**src/hdl/bpec_pkg.sv**
```systemverilog
// shared types and constants for the bmp pixel to e-paper color converter
`timescale 1ns / 1ps

package bpec_pkg;

    // item kinds
    localparam logic KIND_PALETTE = 1'b0;
    localparam logic KIND_PIXEL   = 1'b1;

    // supported bits per pixel
    localparam logic [4:0] DEPTH_1  = 5'd1;
    localparam logic [4:0] DEPTH_4  = 5'd4;
    localparam logic [4:0] DEPTH_8  = 5'd8;
    localparam logic [4:0] DEPTH_16 = 5'd16;
    localparam logic [4:0] DEPTH_24 = 5'd24;

    // thresholds
    localparam logic [7:0] WHITE_LEVEL = 8'h80;
    localparam logic [9:0] WHITE_SUM   = 10'd384;
    localparam logic [7:0] COLOR_LEVEL = 8'hF0;

    // configuration register indexes
    typedef enum logic [1:0] {
        CFG_DEPTH    = 2'd0,
        CFG_COLOR_EN = 2'd1,
        CFG_MULTI    = 2'd2,
        CFG_565      = 2'd3
    } t_cfg_idx;

    // output pixel classes
    typedef enum logic [1:0] {
        CLS_WHITE = 2'd0,
        CLS_BLACK = 2'd1,
        CLS_COLOR = 2'd2,
        CLS_FULL  = 2'd3
    } t_class;

    // palette entry: flags plus packed color
    typedef struct packed {
        logic        whitish;
        logic        colored;
        logic [15:0] rgb565;
    } t_entry;

    // one lane's view of a packed index
    typedef struct packed {
        logic       inr;
        logic [7:0] idx;
    } t_lane;

endpackage

```
**src/hdl/bpec_color.sv**
```systemverilog
// color analysis: whitish and colored flags plus rgb565 packing from 8-bit channels
`timescale 1ns / 1ps

module bpec_color (
    input  logic [7:0]      i_red,
    input  logic [7:0]      i_green,
    input  logic [7:0]      i_blue,
    input  logic            i_color_on,
    output bpec_pkg::t_entry o_entry
);

    logic [9:0] w_sum;
    logic       w_strict;
    logic       w_loose;

    // whitish test, strict per channel or on the channel sum
    assign w_sum    = 10'(i_red) + 10'(i_green) + 10'(i_blue);
    assign w_strict = (i_red > bpec_pkg::WHITE_LEVEL) && (i_green > bpec_pkg::WHITE_LEVEL)
                   && (i_blue > bpec_pkg::WHITE_LEVEL);
    assign w_loose  = w_sum > bpec_pkg::WHITE_SUM;

    // entry assembly
    always_comb begin
        o_entry.whitish = i_color_on ? w_strict : w_loose;
        o_entry.colored = (i_red > bpec_pkg::COLOR_LEVEL)
                       || ((i_green > bpec_pkg::COLOR_LEVEL) && (i_blue > bpec_pkg::COLOR_LEVEL));
        o_entry.rgb565  = {i_red[7:3], i_green[7:2], i_blue[7:3]};
    end

endmodule

```
**config.mk**
```make
export PLATFORM = sky130hd
export DESIGN_NAME = bpec_color
export DESIGN_NICKNAME = d
export VERILOG_FILES = /design/src/hdl/bpec_pkg.sv /design/src/hdl/bpec_color.sv
export SDC_FILE = /design/constraint.sdc
export NUM_CORES = 1
export LEC_CHECK = 0
export ABC_AREA = 1
export ABC_CLOCK_PERIOD_IN_PS = 5200
export BUFFER_PORTS_ARGS = -buffer_cell sky130_fd_sc_hd__buf_2
export CORE_MARGIN = 5
export CORE_UTILIZATION = 52
export DETAILED_ROUTE_END_ITERATION = 10
export GPL_TIMING_DRIVEN = 0
export PLACE_DENSITY = 0.91
export SLEW_MARGIN = 25
export SYNTH_ARGS = -nofsm -noshare
export SYNTH_HDL_FRONTEND = slang
export SYNTH_SLANG_ARGS = --single-unit
```
**constraint.sdc**
```tcl
create_clock -name vclk -period 5.2
set_clock_uncertainty 0.2 [all_clocks]
set_input_delay 0.52 -clock vclk [all_inputs]
set_output_delay 0.52 -clock vclk [all_outputs]
set_load 0.02 [all_outputs]
```
# Word level (Yosys, flattened, before mapping)
# Cells that the tools add are included.
# classes
n_addsub	2
order_cmp	7
n_mux	1
reduce_logical	4
# ops
op	n
$gt A8 B8 Y1 const B	6
$add A9 B8 Y10	1
$gt A10 B9 Y1 const B	1
$add A8 B8 Y9	1
$logic_and A1 B1 Y1	3
$logic_or A1 B1 Y1	1
$mux W1	1
# totals
ff_bits	0
input_bits	25
out_inout_bits	18
wordCells	14

# Logic depth before layout (Yosys ltp)
# logic_depth
word_depth	4
ltp_mapped	16
ltp_nobuf	16

# Least setup slack after synthesis
# Ideal clock, no wire load.
# synth_path
path_type	input-to-output
from	input i_red[1]
to	output o_entry[17] in the netlist's numbering
arrival_ns	2.344
required_time_ns	4.480
setup_slack_ns	2.136
cell_stages	12
path_buffers	0
path_cell_list	fa_1 > ha_1 > fa_1 > nand2_1 > nand2_1 > nand3_1 > nand2_1 > or2_1 > nand3_1 > nand2_1 > nand2_1 > nand2_1
# synth_rtl
item	line	source
start: declaration	bpec_color.sv:5	input logic [7:0] i_red,
end: declaration	bpec_color.sv:9	output bpec_pkg::t_entry o_entry

==> summary.md <==
| Metric | Value |
|---|---|
| Syn_nets | `about 170` |
| Synth Warn # | `0` |
| FF/Latch Area | `0 µm²` |
| Final Hold Viols | `0` |
| Post-synth top area share | `0.225` |
| Max stage delay cell, worst path | `fa_1` |
| Pins Over Slew Limit | `0` |
| Worst EP arrival | `2.69 ns` |
| Clock group share of total power | `0` |
| Clock Buffer Count | `0` |
| Yosys cell types | `16` |
| Startpoint type of the worst setup path | `input port` |
| Synth area leader | `fa_1` |
| GRT Residual Overflow | `0` |
| Top cell by count, worst path | `nand2_1` |
| Hold Path Class | `input port to output pin` |
| Mapped Cells | `between 100 and 150` |
| Ordered list of cells on the worst path | `buf_2 -> fa_1 -> ha_1 -> fa_1 -> nand2_1 -> nand2_1 -> nand3_1 -> nand2_1 -> nand2_1 -> nand3_1 -> nand2_1 -> nand3_1 -> nand2_1 -> nand2_1 -> nand2_1 -> buf_2` |
| DRC viols | `0` |
| Port Buffer Count | `43` |
| WP buf/inv | `2` |
| Initial Util | `0.538` |
| Slew @ Worst Pin | `~0.22 ns` |
| Share of layout cells above drive strength 1 | `0.359` |
| CP Class | `input port to output pin` |
| Syn avg cell area | `~6.3 µm²` |
| Max cap viols | `0` |
| Synth top cells by count | `nand2_1, inv_1, buf_4` |
| Fillers | `123` |
| Io pins | `43` |
| Die X | `49.2 µm` |
| P per Cell Area | `143 nW/µm²` |
| Psw | `about 85 µW` |
| Placeable Area | `between 1000 and 1500 µm²` |
| Total GRT Usage | `0.174` |
| Number of diodes | `0` |
| Period utilization | `0.657` |
| Area contributors post-synth | `fa_1, nand2_1, buf_4, ha_1, inv_1` |
| DR iter-0 viols | `21` |
| Nets | `between 200 and 250` |
| Critical Path End Type | `output pin` |
| Synthesized cell area | `roughly 800 µm²` |
| Seq cells | `0` |
| Global-route wire length before repair | `~3700 µm` |
| Slew margin rel. | `0.850` |
| Post-Synth XOR/XNOR Area | `0` |
| WL final | `roughly 2000 µm` |
| Synth Area in Compound Gates | `0.0297` |
| Max Clock Freq | `a little under 300 MHz` |
| Largest family of logic cells by synthesized area | `simple AND/OR/NAND/NOR gates` |
| Flop pwr share | `0` |
| Area growth, synth to finish | `29.4%` |
| Setup violators final | `0` |
| Rows | `14` |
| Vias per inst | `4.79` |
| Largest net degree at the start of global routing | `6` |
| RSZ-0062 raised after global routing | `no` |
| Static leakage | `roughly 0.00065 µW` |
| Status | `completed` |
| Sequential-to-total area share from yosys stat | `0` |
| Final GP Congestion | `~0.8` |
| Synth Area in Simple Gates | `0.383` |
| DR vias | `891` |
| Dpl hpwl | `between 1500 and 2000 µm` |
| Internal | `roughly 63 µW` |
| Post-route setup TNS | `0 ns` |
| WL per Instance | `about 11 µm` |
| Post-DRT Antenna Nets | `0` |
| Die height | `49.2 µm` |
| Post-CTS setup buffers | `0` |
| Post-CTS resize count | `0` |
| Crit-path max cell delay | `between 0.4 and 0.5 ns` |
| Vias in the first global route | `roughly 880` |
| Most common cell in the netlist | `nand2_1` |
| Total power | `148 µW` |
| CP max FO | `3` |
| Die footprint | `2420 µm²` |
| Mux contribution to synthesized area | `0` |
| Worst VDD drop | `around 82 µV` |
| Post-CTS Hold Buffers | `0` |
| Post-route minimum period | `roughly 3.4 ns` |
| DR pass1 iterations | `4` |
| Critical Path RT | `around 4.5 ns` |
| Combinational fraction of design power | `1.000` |
| Post-Synth Adder-Cell Area | `0.334` |
| Switching Fraction | `0.573` |
| Worst path top cell family by delay | `adder cells` |
| Initial antenna violation count | `0` |
placed cells by master, fill, tap and decap left out:
| master | Yosys | routed |
|---|---|---|
| buf_4 | 16 | 16 |
| inv_1 | 22 | 22 |
| nor3_1 | 1 | 1 |
| nor4_1 | 2 | 2 |
| or2_1 | 1 | 1 |
| nor2_1 | 14 | 14 |
| o32ai_1 | 1 | 1 |
| fa_1 | 9 | 9 |
| ha_1 | 7 | 7 |
| nand3_2 | 1 | 1 |
| or2_4 | 1 | 1 |
| nand3b_1 | 2 | 2 |
| nand2_1 | 35 | 35 |
| a21oi_1 | 3 | 3 |
| buf_2 | 0 | 43 |
| nand4_1 | 4 | 4 |
| nand3_1 | 8 | 8 |
logic make-up (layout without fill, tap and decap cells):
kind of cell | after synthesis | after routing
and+or+nand+nor | 69 | 69
adders and majority gates | 16 | 16
buffers and inverters | 38 | 81
AOI/OAI and AO/OA | 4 | 4
metrics by stage:
step / utilization / cells / worst slack (ns) / area, µm² / hold slack [ns]
after CTS: 0.696 / 186 / 1.78 / 1040 / 1.19
after floorplan: - / 127 / 2.14 / 801 / 0.953
after detailed placement: 0.696 / 186 / 1.78 / 1040 / 1.19
final: 0.696 / 186 / 1.79 / 1040 / 1.19
after global routing: 0.696 / 186 / 1.61 / 1040 / 1.21
after global placement: 0.696 / 186 / 1.84 / 1040 / 1.19
metal layers:
layer  track usage  vias up  part of all wire
met5             0        -                 0
met4       0.00897        0                 0
met3        0.0183        0             0.079
met2         0.322       32              0.51
met1         0.222      386              0.41
li1              -      473                 -
worst min-delay path, delay by kind of cell:
| family | cells | cell delay, ns |
|---|---|---|
| buffers and inverters | 3 | 0.36 |
final cells by class:
| cell class | instances | area (µm²) | area share |
|---|---|---|---|
| multi-input combinational | 89 | 598 | 0.577 |
| buffer | 16 | 120 | 0.116 |
| inverter | 22 | 82.6 | 0.0797 |
| timing repair buffer | 43 | 215 | 0.208 |
| tap | 16 | 20.0 | 0.0193 |
final timing paths:
check,from,to,slack [ns],depth (start not counted)
min,i_blue[3],o_entry[0],1.19,3
max,i_red[1],o_entry[17],1.79,16
power by group through the flow:
stage               sequential, µW  clock [µW]  combinational (µW)
floorplan                        0           0                 106
detailed placement               0           0                 148
global route                     0           0                 171
global placement                 0           0                 142
finish                           0           0                 148
CTS                              0           0                 149
No activity file was read; power rests on OpenSTA's default activity.
