`config.mk`:
```
export PLATFORM = sky130hd
export DESIGN_NAME = bpec_lane
export DESIGN_NICKNAME = d
export VERILOG_FILES = /design/src/hdl/bpec_pkg.sv /design/src/hdl/bpec_lane.sv
export SDC_FILE = /design/constraint.sdc
export NUM_CORES = 1
export LEC_CHECK = 0
export BUFFER_PORTS_ARGS = -buffer_cell sky130_fd_sc_hd__buf_4
export CORE_AREA = 3 3 40 42
export DETAILED_ROUTE_END_ITERATION = 8
export DIE_AREA = 0 0 43 45
export PLACE_DENSITY_LB_ADDON = 0.15
export RECOVER_POWER = 100
export SLEW_MARGIN = 10
export SYNTH_ARGS = -nofsm -noshare
export SYNTH_HDL_FRONTEND = slang
export SYNTH_SLANG_ARGS = --single-unit
```
`constraint.sdc`:
```
create_clock -name vclk -period 0.8
set_input_delay 0.04 -clock vclk [all_inputs]
set_output_delay 0.04 -clock vclk [all_outputs]
set_load 0.02 [all_outputs]
```
`src/hdl/bpec_pkg.sv`:
```
// shared types and constants for the bmp pixel to e-paper color converter
`timescale 1ns / 1ps

package bpec_pkg;

    // item kinds
    localparam logic KIND_PALETTE = 1'b0;
    localparam logic KIND_PIXEL   = 1'b1;

    // supported bits per pixel
    localparam logic [4:0] DEPTH_1  = 5'd1;
    localparam logic [4:0] DEPTH_4  = 5'd4;
    localparam logic [4:0] DEPTH_8  = 5'd8;
    localparam logic [4:0] DEPTH_16 = 5'd16;
    localparam logic [4:0] DEPTH_24 = 5'd24;

    // thresholds
    localparam logic [7:0] WHITE_LEVEL = 8'h80;
    localparam logic [9:0] WHITE_SUM   = 10'd384;
    localparam logic [7:0] COLOR_LEVEL = 8'hF0;

    // configuration register indexes
    typedef enum logic [1:0] {
        CFG_DEPTH    = 2'd0,
        CFG_COLOR_EN = 2'd1,
        CFG_MULTI    = 2'd2,
        CFG_565      = 2'd3
    } t_cfg_idx;

    // output pixel classes
    typedef enum logic [1:0] {
        CLS_WHITE = 2'd0,
        CLS_BLACK = 2'd1,
        CLS_COLOR = 2'd2,
        CLS_FULL  = 2'd3
    } t_class;

    // palette entry: flags plus packed color
    typedef struct packed {
        logic        whitish;
        logic        colored;
        logic [15:0] rgb565;
    } t_entry;

    // one lane's view of a packed index
    typedef struct packed {
        logic       inr;
        logic [7:0] idx;
    } t_lane;

endpackage

```
`src/hdl/bpec_lane.sv`:
```
// one index lane: pulls the palette index for a fixed position out of a packed byte
`timescale 1ns / 1ps

module bpec_lane #(
    parameter int LANE            = 0,
    parameter int PALETTE_ENTRIES = 256
) (
    input  logic [7:0]      i_octet,
    input  logic [4:0]      i_depth,
    output bpec_pkg::t_lane o_lane
);

    localparam int SH1 = LANE;
    localparam int SH4 = 4 * LANE;

    logic [15:0] w_sh1;
    logic [15:0] w_sh4;
    logic [7:0]  w_idx;

    // shift this lane's field to the top, msb first
    assign w_sh1 = 16'(i_octet) << SH1;
    assign w_sh4 = 16'(i_octet) << SH4;

    // field select per depth
    always_comb begin
        unique case (i_depth)
            bpec_pkg::DEPTH_1: w_idx = {7'd0, w_sh1[7]};
            bpec_pkg::DEPTH_4: w_idx = {4'd0, w_sh4[7:4]};
            bpec_pkg::DEPTH_8: w_idx = (LANE == 0) ? i_octet : 8'd0;
            default:           w_idx = 8'd0;
        endcase
    end

    // range check against the store depth
    assign o_lane.idx = w_idx;
    assign o_lane.inr = 32'(w_idx) < 32'(PALETTE_ENTRIES);

endmodule
```
Word level (Yosys, flattened, before mapping)
Cells that the tools add are included.
{ "word_totals": {"output_inout_bits": 9, "wordCells": 4, "regBits": 0} }
{ "classes": {"eq_ne": 3, "muxes": 1} }
{ "ops": {"columns": ["operator", "n"], "rows": [
  ["$pmux 8 s3", 1],
  ["$eq 5x1->1 const B", 1],
  ["$eq 5x3->1 const B", 1],
  ["$eq 5x4->1 const B", 1]
]} }

Longest topological paths before layout
Gate-level depths: netlist of the first run.
{ "logic_depth": {"ltp_word": 2, "mapped_depth": 3, "depth_no_buf": 3} }

Worst setup path before layout of the first run
Ideal clock, no wire load.
{ "synth_path": {"path_type": "input port to output port", "startpoint": "input i_depth[1]", "endpoint": "output o_lane[0] (netlist bit)", "n_path_buf": 0, "t_required_ns": 0.760, "path_slack_ns": -0.194, "arrival_ns": 0.954, "path_stages": 3, "cell_sequence": "or3_4 > nor3b_4 > a22o_1"} }
{ "synth_lines": {"columns": ["item", "line_no", "rtl"], "rows": [
  ["start, declared", "bpec_lane.sv:9", "input logic [4:0] i_depth,"],
  ["end, declared", "bpec_lane.sv:10", "output bpec_pkg::t_lane o_lane"]
]} }

==> reports/results.txt, run 1 <==
seq_cells = 0
IO Pins = 22
vias in the first global route = 212
DRT Pass-1 Iters = 1
Vias = 205
Hold WC Path Type = in -> out
crit share post-route = 151.5%
crit path DAT = 1.17 ns
RSZ-0062 raised after global routing = yes
final hold slack = 0.3831 ns
Hold Crit Endpoint = o_lane[0]
GR Overflow Total = 0
Setup CP Type = in -> out
DR vias/cell = 3.868
VDD IR max = 0.1176 mV
Setup crit start kind = input port
failing checks = setup timing
final max-slew violation count = 0
CP cell instances = buf_6, or3_4, nor3b_4, a22o_2, buf_6
Total Routing Usage GR = 5.390%
initial antenna violation count = 0
nature of the critical path endpoint = output pin
highest clock rate = 825.3 MHz
DIE AREA = 1935 µm²
global-route wire length before repair = 855 µm
# Max-Cap Violations = 0
# Post-CTS Setup Buffers = 0
DRC = 0
outcome = finished, violations left
Yosys top cell area share = 25.00%
initial core utilization = 11.68%
syn nets = 30
largest area contributor in the netlist = nor3b_4
critical path's slowest cell = or3_4
Synth cell types = 11
DRT iter0 DRCs = 0
final setup vio count = 8
Leak = 0.0001793 µW
synth top area cells = nor3b_4, a22o_2, and2_2, or3_4, a22o_1
setup ws final = -0.4117 ns
CP max FO = 7
non-filler cells, final = 53
Multi-input gate area = 152.6 µm²
Final Hold Vio Count = 0
Die Span X = 43 µm
Final ANT Viol Nets = 0
hold path depth = 3
Routed WL = 559 µm
Std-Cell Rows = 13
Seq/Total Area, Yosys = 0%
mapped cell area = 150.1 µm²
placed inst area = 335.3 µm²
worst endpoint required time = 0.76 ns
Avg Cell Area, Syn = 8.832 µm²
pwr dens = 337.5 nW/µm²
Synth Warn # = 0
Area Overhead vs Synth = 141.7%
Setup WS pre-CTS = -0.4540 ns
Worst Setup SP = i_depth[4]
CP max stage delay = 0.41 ns
core box area = 1285 µm²
largest net degree at the start of global routing = 8
port buffer count = 21
Placed Cells = 53
die height = 45 µm
Pwr Total = 122.5 µW
hold_buf cts = 0
drt wl/cell = 10.55 µm
antenna cells = 0
Final nets = 53
final-layout fill cell count = 140
CLK BUF = 0
gp weighted congestion = 0.7272
fin area = 362.8 µm²
layout cells sized above 1 = 86.84%
Hold Path Origin = i_octet[4]
CP most frequent cell = buf_6
Synth Instances = 17
minimum clock period = 1.212 ns
register area = 0 µm²
-- stage by stage --
step           util [%]  TNS (ns)
6_report          28.24    -3.178
5_1_grt           28.24    -3.726
4_1_cts           27.95    -3.479
3_5_place_dp      26.10    -3.538
3_3_place_gp      26.10    -3.245
2_1_floorplan         -    -1.298
-- synth_stat cells --
cell type	count
or3_4	1
nand3b_1	1
conb_1	1
o21ai_0	1
and2_2	4
a22o_2	3
a22o_1	1
nand2_1	1
nor3b_4	2
nor3_1	1
buf_4	1
-- repair_timing --
item | in CTS | in global routing
gates resized for setup | 7 | 1
setup endpoints to repair | 8 | 8
pin swaps | 7 | 1
-- power breakdown --
group	internal, µW	switching [µW]	leakage [µW]
clock network	0	0	0
logic	75.4	47.0	0.000179
registers	0	0	0
-- final cells by class --
| cell class | count | area share (%) |
|---|---|---|
| multi-input combinational | 16 | 42.07 |
| tap | 15 | 5.172 |
| timing repair buffer | 22 | 52.76 |
-- critical path, delay by kind of cell --
family,cells,cell delay [ns]
AO/OA/AOI/OAI,1,0.21
buffers and inverters,2,0.20
AND/OR/NAND/NOR,2,0.71
-- cell families (layout without fill, tap and decap cells) --
group / after synthesis / count (layout) / share of synthesized area, %
compound gates: 5 / 5 / 29.17
other cells: 1 / 1 / 2.498
simple gates: 10 / 10 / 63.33
buf+inv: 1 / 22 / 5.002
-- routing by layer --
layer	GRT usage (%)	vias to the layer above	wire (µm)
met1	5.714	82	215
met4	0	0	0
met2	10.78	19	246
met5	0	-	0
li1	-	104	-
met3	1.992	0	97
-- cells in the final DEF, fill, tap and decap left out, types with 2 or more instances in the layout --
master and instances:
buf_4 15, nor3b_4 2, and2_2 3, buf_6 7, a22o_2 3
-- how the worst max path moves through the flow --
stage / endpoint / cells past startpoint / slack, ns
after floorplan: o_lane[1] / 3 / -0.17
after global placement: o_lane[2] / 5 / -0.41
after detailed placement: o_lane[6] / 5 / -0.45
after CTS: o_lane[3] / 5 / -0.45
after global routing: o_lane[7] / 5 / -0.48
final: o_lane[2] / 5 / -0.41
Power figures use the tool's default switching activity.
==> run 2: changes to the inputs <==
--- a/config.mk
+++ b/config.mk
@@ -5,12 +5,12 @@
 export SDC_FILE = /design/constraint.sdc
 export NUM_CORES = 1
 export LEC_CHECK = 0
-export BUFFER_PORTS_ARGS = -buffer_cell sky130_fd_sc_hd__buf_4
+export BUFFER_PORTS_ARGS = -buffer_cell sky130_fd_sc_hd__buf_2
 export CORE_AREA = 3 3 40 42
 export DETAILED_ROUTE_END_ITERATION = 8
 export DIE_AREA = 0 0 43 45
-export PLACE_DENSITY_LB_ADDON = 0.15
 export RECOVER_POWER = 100
+export SETUP_SLACK_MARGIN = 0.02
 export SLEW_MARGIN = 10
 export SYNTH_ARGS = -nofsm -noshare
 export SYNTH_HDL_FRONTEND = slang
==> reports/results.txt, run 2 (synthesis results as in run 1) <==
register area = 0 µm²
nature of the critical path endpoint = output pin
DRC = 0
highest clock rate = 820.6 MHz
Final Hold Vio Count = 0
most common cell after layout, fill and taps aside = buf_2
IO Pins = 22
VDD IR max = 0.1210 mV
largest net degree at the start of global routing = 8
# Post-CTS Setup Buffers = 0
final-layout fill cell count = 138
Hold Crit Endpoint = o_lane[1]
global-route wire length before repair = 779 µm
failing checks = setup timing
outcome = finished, violations left
most frequent cells in the layout = buf_2, buf_6, and2_2, a22o_2, nor3b_4
vias in the first global route = 194
Setup CP Type = in -> out
setup ws final = -0.4187 ns
Vias = 211
# Max-Cap Violations = 0
Hold Path Origin = i_octet[5]
core box area = 1285 µm²
CP max stage delay = 0.41 ns
port buffer count = 21
CP max FO = 7
initial antenna violation count = 0
CLK BUF = 0
CP cell instances = buf_6, or3_4, nor3b_4, and2_2, buf_2
final core occ = 25.51%
GR Overflow Total = 0
drt wl/cell = 8.830 µm
hold path depth = 3
placed inst area = 282.8 µm²
antenna cells = 0
Die Span X = 43 µm
minimum clock period = 1.219 ns
DR vias/cell = 3.981
final setup vio count = 8
Area Overhead vs Synth = 118.3%
RSZ-0062 raised after global routing = yes
gp weighted congestion = 0.6169
crit path DAT = 1.18 ns
Final ANT Viol Nets = 0
DIE AREA = 1935 µm²
fin area = 327.8 µm²
Hold WC Path Type = in -> out
DRT Pass-1 Iters = 1
crit share post-route = 152.3%
Std-Cell Rows = 13
Detailed Place HPWL = 433.7 µm
Routed WL = 468 µm
critical path's slowest cell = or3_4
layout cells sized above 1 = 86.84%
Leak = 0.0001702 µW
Multi-input gate area = 152.6 µm²
die height = 45 µm
DRT iter0 DRCs = 0
pwr dens = 320.9 nW/µm²
final max-slew violation count = 0
Total Routing Usage GR = 4.892%
Final nets = 53
worst endpoint required time = 0.76 ns
initial core utilization = 11.68%
Setup crit start kind = input port
seq_cells = 0
==> run 2: cell count changes in the layout (fill, tap and decap cells not counted) <==
cell and change:
buf_2 +14, buf_4 -14
==> run 2: what timing repair did <==
item                                    4_1_cts  5_1_grt
hold buffers                                  0        0
endpoints found under the setup margin        8        8
pin swaps                                     1        3
resized for setup                            11        2
==> run 2: final cells by class <==
cell class | count | area share [%]
multi-input cells | 16 | 46.56
well taps | 15 | 5.725
repair buffers | 22 | 47.71
==> run 2: worst max-delay path: cells and delay by family <==
kind	cells	cell delay (ns)
and+or+nand+nor	3	0.90
buffers and inverters	2	0.24
==> run 2: metal layers <==
metal | GRT usage, % | share of wire [%] | vias up
met5 | 0 | 0 | -
met4 | 0 | 0 | 0
met3 | 0 | 13 | 0
met2 | 9.581 | 49 | 14
met1 | 6.429 | 38 | 92
li1 | - | - | 105
==> run 2: where the power goes <==
group	internal, µW	total (µW)	switching [µW]
Combinational	59.3	105	45.9
Sequential	0	0	0
Clock	0	0	0
==> run 2: metrics by stage <==
stage | cells | setup WS, ns | power [µW] | hold WS (ns) | TNS [ns]
after detailed placement | 53 | -0.4445 | 93.02 | 0.4191 | -3.514
after floorplan | 17 | -0.1691 | 43.75 | 0.2212 | -1.298
final | 53 | -0.4187 | 105.2 | 0.3961 | -3.158
after CTS | 53 | -0.4338 | 102.4 | 0.3937 | -3.280
after global routing | 53 | -0.4893 | 116.2 | 0.4037 | -3.687
after global placement | 53 | -0.4298 | 91.72 | 0.4209 | -3.405
==> run 2: worst max path at each step <==
stage,startpoint,to,slack [ns],cells past startpoint
after detailed placement,i_depth[1],o_lane[2],-0.44,5
after global routing,i_depth[1],o_lane[7],-0.49,5
after CTS,i_depth[1],o_lane[5],-0.43,5
after global placement,i_depth[1],o_lane[3],-0.43,5
after floorplan,i_depth[1],o_lane[1],-0.17,3
final,i_depth[1],o_lane[7],-0.42,5
